--- config.mk ---
export PLATFORM = sky130hd
export DESIGN_NAME = nts_mul
export DESIGN_NICKNAME = d
export VERILOG_FILES = /design/src/rtl/core/nts_pkg.sv /design/src/rtl/core/nts_mul.sv
export SDC_FILE = /design/constraint.sdc
export NUM_CORES = 2
export LEC_CHECK = 0
export BUFFER_PORTS_ARGS = -buffer_cell sky130_fd_sc_hd__buf_2
export CORE_UTILIZATION = 53
export DETAILED_ROUTE_END_ITERATION = 12
export PLACE_DENSITY = 0.72
export SLEW_MARGIN = 30
export SYNTH_ARGS = -nofsm -noshare
export SYNTH_HDL_FRONTEND = slang
export SYNTH_SLANG_ARGS = --single-unit
--- constraint.sdc ---
create_clock -name i_clk -period 13.5 [get_ports i_clk]
set_input_delay 2.7 -clock i_clk [delete_from_list [all_inputs] [get_ports i_clk]]
set_output_delay 2.7 -clock i_clk [all_outputs]
set_load 0.005 [all_outputs]
--- src/rtl/core/nts_pkg.sv ---
package nts_pkg;

    // Table depth and angle format
    localparam int MAX_ENTRIES = 64;
    localparam int ANGLE_BITS  = 16;
    localparam int ADDR_W      = (MAX_ENTRIES > 1) ? $clog2(MAX_ENTRIES) : 1;
    localparam int CNT_W       = $clog2(MAX_ENTRIES + 1);

    localparam logic [ANGLE_BITS-1:0] QUARTER_TURN = ANGLE_BITS'(1) << (ANGLE_BITS - 2);
    localparam logic [ANGLE_BITS-1:0] HALF_TURN    = ANGLE_BITS'(1) << (ANGLE_BITS - 1);

    // Sine polynomial coefficients, Q15
    localparam logic [16:0] SIN_A   = 17'd51472;
    localparam logic [16:0] SIN_B   = 17'd21024;
    localparam logic [16:0] SIN_C   = 17'd2320;
    localparam logic [16:0] ONE_Q15 = 17'd32768;

    // Datapath widths
    localparam int LOG_W = 14;
    localparam int SIN_W = 18;
    localparam int MA_W  = 32;
    localparam int MB_W  = 32;
    localparam int P_W   = MA_W + MB_W;
    localparam int DOT_W = 50;

    typedef enum logic [1:0] {
        ACT_LOAD  = 2'd0,
        ACT_QUERY = 2'd1,
        ACT_CLEAR = 2'd2,
        ACT_NONE  = 2'd3
    } t_action;

    typedef struct packed {
        logic [1:0]  action;
        logic [31:0] entry_id;
        logic [15:0] zenith_min;
        logic [15:0] zenith_max;
        logic [15:0] azimuth_min;
        logic [15:0] azimuth_max;
        logic [31:0] entry_energy;
        logic [15:0] event_zenith;
        logic [15:0] event_azimuth;
        logic [31:0] event_energy;
    } t_req;

    typedef struct packed {
        logic [31:0] chosen_id;
        logic        found;
        logic        table_full;
    } t_res;

    // One stored table entry: the zenith centre is kept as its sine and cosine
    typedef struct packed {
        logic [31:0]             id;
        logic [ANGLE_BITS-1:0]   azimuth;
        logic [LOG_W-1:0]        log_energy;
        logic signed [SIN_W-1:0] sin_zenith;
        logic signed [SIN_W-1:0] cos_zenith;
    } t_entry;

endpackage

--- src/rtl/core/nts_mul.sv ---
module nts_mul (
    input  logic                             i_clk,
    input  logic                             i_en,
    input  logic signed [nts_pkg::MA_W-1:0]  i_a,
    input  logic signed [nts_pkg::MB_W-1:0]  i_b,
    output logic signed [nts_pkg::P_W-1:0]   o_p
);
    import nts_pkg::*;

    logic signed [P_W-1:0] r_p;

    // Shared signed multiplier with a registered product.
    always_ff @(posedge i_clk) begin
        if (i_en) begin
            r_p <= i_a * i_b;
        end
    end

    assign o_p = r_p;
endmodule

=== Word-level counts from Yosys, hierarchy flattened ===
Cells that the tools add are included.

* Bits in registers: 64
* Latch bits: 0
* Memory bits (writable): 0
* Bits in read-only memories: 0
* Bits of input ports: 66
* Output and inout bits: 64
* Word-level logic and storage cells: 2
* Memories kept: 0

* Add/subtract/negate cells: 0
* $mul: 1
* Div/mod/pow operators: 0
* Magnitude comparators: 0
* Eq/ne operators: 0
* Shift operators: 0
* Mux-type cells: 0
* Bitwise operators: 0
* Reduce and logical (&&, ||, !) cells: 0

{| class="wikitable"
|+ Operators with widths
! operator !! number
|-
| multiplier 32 x 32 -> 64 bit || 1
|}

=== Longest topological paths before layout ===
* Word-level depth: 1
* Mapped depth: 28
* Depth with buffers taken out: 27

=== Least setup slack after synthesis ===
OpenSTA, ideal clock, no wires.

* Path kind: in2reg
* From: input port i_b[2] (netlist bit)
* To: register r_p[62] (netlist: o_p[62]), data pin
* Setup time: 269 ps
* Data arrival time: 9828 ps
* Data required time: 13231 ps
* Path slack: 3403 ps
* Stages on the path: 24
* Path buffers: 1
* Path through: clkbuf_1 -> nand2_1 -> inv_1 -> fa_1 -> fa_1 -> fa_1 -> fa_1 -> inv_1 -> fa_1 -> inv_1 -> fa_1 -> inv_1 -> fa_1 -> inv_1 -> fa_1 -> ha_1 -> and3_1 -> nand2_1 -> or3_1 -> o22a_1 -> o211ai_1 -> a31oi_1 -> o31ai_1 -> xor2_1

* Word-level cells in the longest chain between the ends: 1

{| class="wikitable"
|+ Ends and longest elaborated chain
! element !! line !! RTL
|-
| from (decl) || nts_mul.sv:5 || <nowiki>input logic signed [nts_pkg::MB_W-1:0] i_b,</nowiki>
|-
| multiplier 32 x 32 -> 64 bit || nts_mul.sv:15 || <nowiki>r_p <= i_a * i_b;</nowiki>
|-
| to (signal assigned) || nts_mul.sv:15 ||
|-
| to (decl) || nts_mul.sv:10 || <nowiki>logic signed [P_W-1:0] r_p;</nowiki>
|}

No other way between the ends.
A chain may end at the register's enable or synchronous reset.

=== Final worst setup path ===
* From: input port i_b[5] (netlist bit)
* To: register r_p[60] (netlist: o_p[60]), data pin

The elaborated chain is that of the path after synthesis.

==> Flow_metrics.wiki <==
{| class="wikitable"
! Metric !! Value
|-
| DRC viols || 0
|-
| Start-to-end type of the worst setup path || in -> reg
|-
| Number of synthesis warnings || 0
|-
| Fmax || approximately 92 MHz
|-
| Delay-heaviest family, CP || adder cells
|-
| Number of DRC markers after the initial detailed-route iteration || 1686
|-
| Top cells by area, synth || sky130_fd_sc_hd__fa_1 57%, sky130_fd_sc_hd__inv_1 9.4%, sky130_fd_sc_hd__and2_1 8.5%
|-
| Global-route wire length before repair || 154000 um
|-
| Utilization of the core after routing || 0.559
|-
| DIE AREA || 72500 sq um
|-
| Source of the worst hold timing path || i_en
|-
| Post-cts sizing count || 0
|-
| Status || finished, final reports clean
|-
| Library cell used as clock root buffer || sky130_fd_sc_hd__clkbuf_16
|-
| Final Cycle Share || 0.806
|-
| Yosys top cell area share || 0.572
|-
| Element type at the critical path end || register
|-
| Max H-tree Level || 3
|-
| Cell at the slowest stage of the critical path || sky130_fd_sc_hd__fa_1
|-
| Number of vias after detailed routing || approximately 26000
|-
| Ratio of cells with drive above 1 in the final layout || 0.0449
|-
| Clock-pin slew of the registers on the worst-case setup and hold paths || ~0.060 ns
|-
| Routed len/inst || between 15 and 20 um
|-
| Number of buffers created by CTS || 9
|-
| Crit. Startpoint || i_b[5]
|-
| RSZ-0062 raised after global routing || false
|-
| Transition at the pin with the smallest max-transition slack || 0.823 ns
|-
| Total Negative Setup Slacks || 0 ns
|-
| Max Cap Viol || 0
|-
| Num Clock Sinks || 64
|-
| Library cells used by synthesis || 63
|-
| Initial standard-cell utilization of the core || 0.538
|-
| Placeable core area || between 70000 and 80000 sq um
|-
| Leading cell types in the layout, fill and taps excluded || 1082 x sky130_fd_sc_hd__fa_1, 951 x sky130_fd_sc_hd__inv_1, 516 x sky130_fd_sc_hd__and2_1
|-
| CP Data Arrival Time || between 10 and 15 ns
|-
| Critical path launch point type || input port
|-
| Wire length after detailed routing || 93100 um
|-
| Final Hold Vio Count || 0
|-
| Number of buffers inserted by hold repair at cts || 0
|-
| Count of standard-cell rows || between 90 and 100
|-
| Count of buffers added by post-CTS timing repair for setup || 0
|-
| Top cell type by total area after synthesis || sky130_fd_sc_hd__fa_1
|-
| Maximum number of pins on one net before global-route repair || 65
|-
| Vias/cell || roughly 5.4
|-
| Number of antenna violations at the first check in global routing || 3
|-
| Io pins || 130
|-
| Average footprint of a synthesized cell || 9.75 sq um
|-
| Remaining number of nets flagged by the antenna check after routing || 0
|-
| Chip width || roughly 270 um
|-
| Final HPWL DP || 77400 um
|-
| Finish-stage setup viols || 0
|-
| Die boundary height || ~270 um
|-
| Combined area of all synthesized cells || 37900 sq um
|-
| All-layer global routing usage || 0.272
|-
| Maximum fanout encountered on the critical timing path || 32
|-
| TritonCTS clock tree || done
|-
| Synthesized instance count || 3884
|-
| Total of buffers placed on input and output ports || 129
|-
| Leading cell type in the layout, fill and taps excluded || sky130_fd_sc_hd__fa_1
|-
| Post-synth net total || roughly 5200
|-
| Cell type with the highest occurrence count on the critical path || sky130_fd_sc_hd__fa_1
|-
| Final Wtd Congestion || around 0.90
|-
| Type of the most critical hold path || in -> reg
|-
| Max-slew violation total from the final report || 0
|-
| Bufs on Longest Clock Path || 2
|-
| Worst max-slew margin expressed relative to the limit || 0.451
|-
| Minimum clock period || ~11 ns
|-
| Number of nets at the end of the flow || between 5000 and 6000
|-
| Number of detailed-route iterations in the first pass || 5
|-
| Register area share after synthesis || 0.0507
|-
| Number of flops mapped to enable cells by yosys || 64
|-
| Post-synth top flop || sky130_fd_sc_hd__edfxtp_1
|-
| Endpoint required time on the critical path || approximately 14 ns
|-
| Slowest cell delay on critical path || roughly 0.77 ns
|-
| Max FFs per register || 64
|-
| Final global-route overflow total || 0
|-
| Via count of the first global-routing pass || roughly 29000
|-
| Total buffers and inverters traversed by the critical path || 8
|-
| Number of flip-flops and latches in the synthesized netlist || between 60 and 70
|-
| Synth-to-layout area growth || 3.81%
|-
| Async S/R FF share, synth || 0
|}
[cell type report]
class	count	area (sq um)
Antenna cell	1	2.50
Multi-Input combinational cell	2668	31600
Tap cell	940	1180
Clock buffer	9	225
Timing Repair Buffer	133	676
Inverter	952	3570
Fill cell	6203	31100
Clock inverter	7	119
Sequential cell	64	1920
[cells in the mapped netlist (4+ instances only)]
master                     count
sky130_fd_sc_hd__fa_1       1082
sky130_fd_sc_hd__inv_1       952
sky130_fd_sc_hd__and2_1      516
sky130_fd_sc_hd__nand2_1     511
sky130_fd_sc_hd__clkbuf_1    195
sky130_fd_sc_hd__ha_1        184
sky130_fd_sc_hd__a21oi_1      68
sky130_fd_sc_hd__edfxtp_1     64
sky130_fd_sc_hd__xnor2_1      53
sky130_fd_sc_hd__nor2_1       42
sky130_fd_sc_hd__o21ai_0      28
sky130_fd_sc_hd__a21o_1       23
sky130_fd_sc_hd__xor2_1       22
sky130_fd_sc_hd__nand3_1      15
sky130_fd_sc_hd__o21bai_1     15
sky130_fd_sc_hd__a31oi_1      12
sky130_fd_sc_hd__nand2b_1      9
sky130_fd_sc_hd__and3_1        7
sky130_fd_sc_hd__nand4_1       7
sky130_fd_sc_hd__nor3_1        6
sky130_fd_sc_hd__o31ai_1       6
sky130_fd_sc_hd__a211oi_1      4
sky130_fd_sc_hd__o21a_1        4
sky130_fd_sc_hd__or3_1         4
[per-stage QoR]
stage	worst slack (ns)	hold WS, ns	area (sq um)	cells
6_report	2.61	3.06	39300	4774
5_1_grt	2.15	3.10	39300	4773
4_1_cts	2.69	3.08	39300	4773
3_5_place_dp	2.36	3.09	39000	4757
3_3_place_gp	2.50	3.09	39000	4757
2_1_floorplan	3.40	2.81	37900	3884
[metal layers]
layer / vias to the layer above / track usage / share of wire
met3: 255 / 0.0292 / 0.044
met4: 4 / 0.150 / 0.064
li1: 11000 / - / -
met2: 801 / 0.483 / 0.53
met5: - / 0 / 0.00024
met1: 13600 / 0.321 / 0.36
[cells by family (layout without fill, tap and decap cells)]
family / after synthesis / in the layout / share of synthesized area
buf+inv: 1152 / 1101 / 0.114
flops: 64 / 64 / 0.0507
xor+xnor: 75 / 75 / 0.0173
simple gates: 1134 / 1134 / 0.151
other cells: 0 / 1 / 0
compound gates: 193 / 193 / 0.0341
fa+ha+maj: 1266 / 1266 / 0.633
[worst paths after layout]
check / endpoint / depth (start not counted)
worst max-delay path: o_p[60] / 26
worst min-delay path: o_p[55] / 2
Power is left out: the tool's default activity adds up to more than one toggle a clock period on the data nets, which glitch-free logic cannot reach.
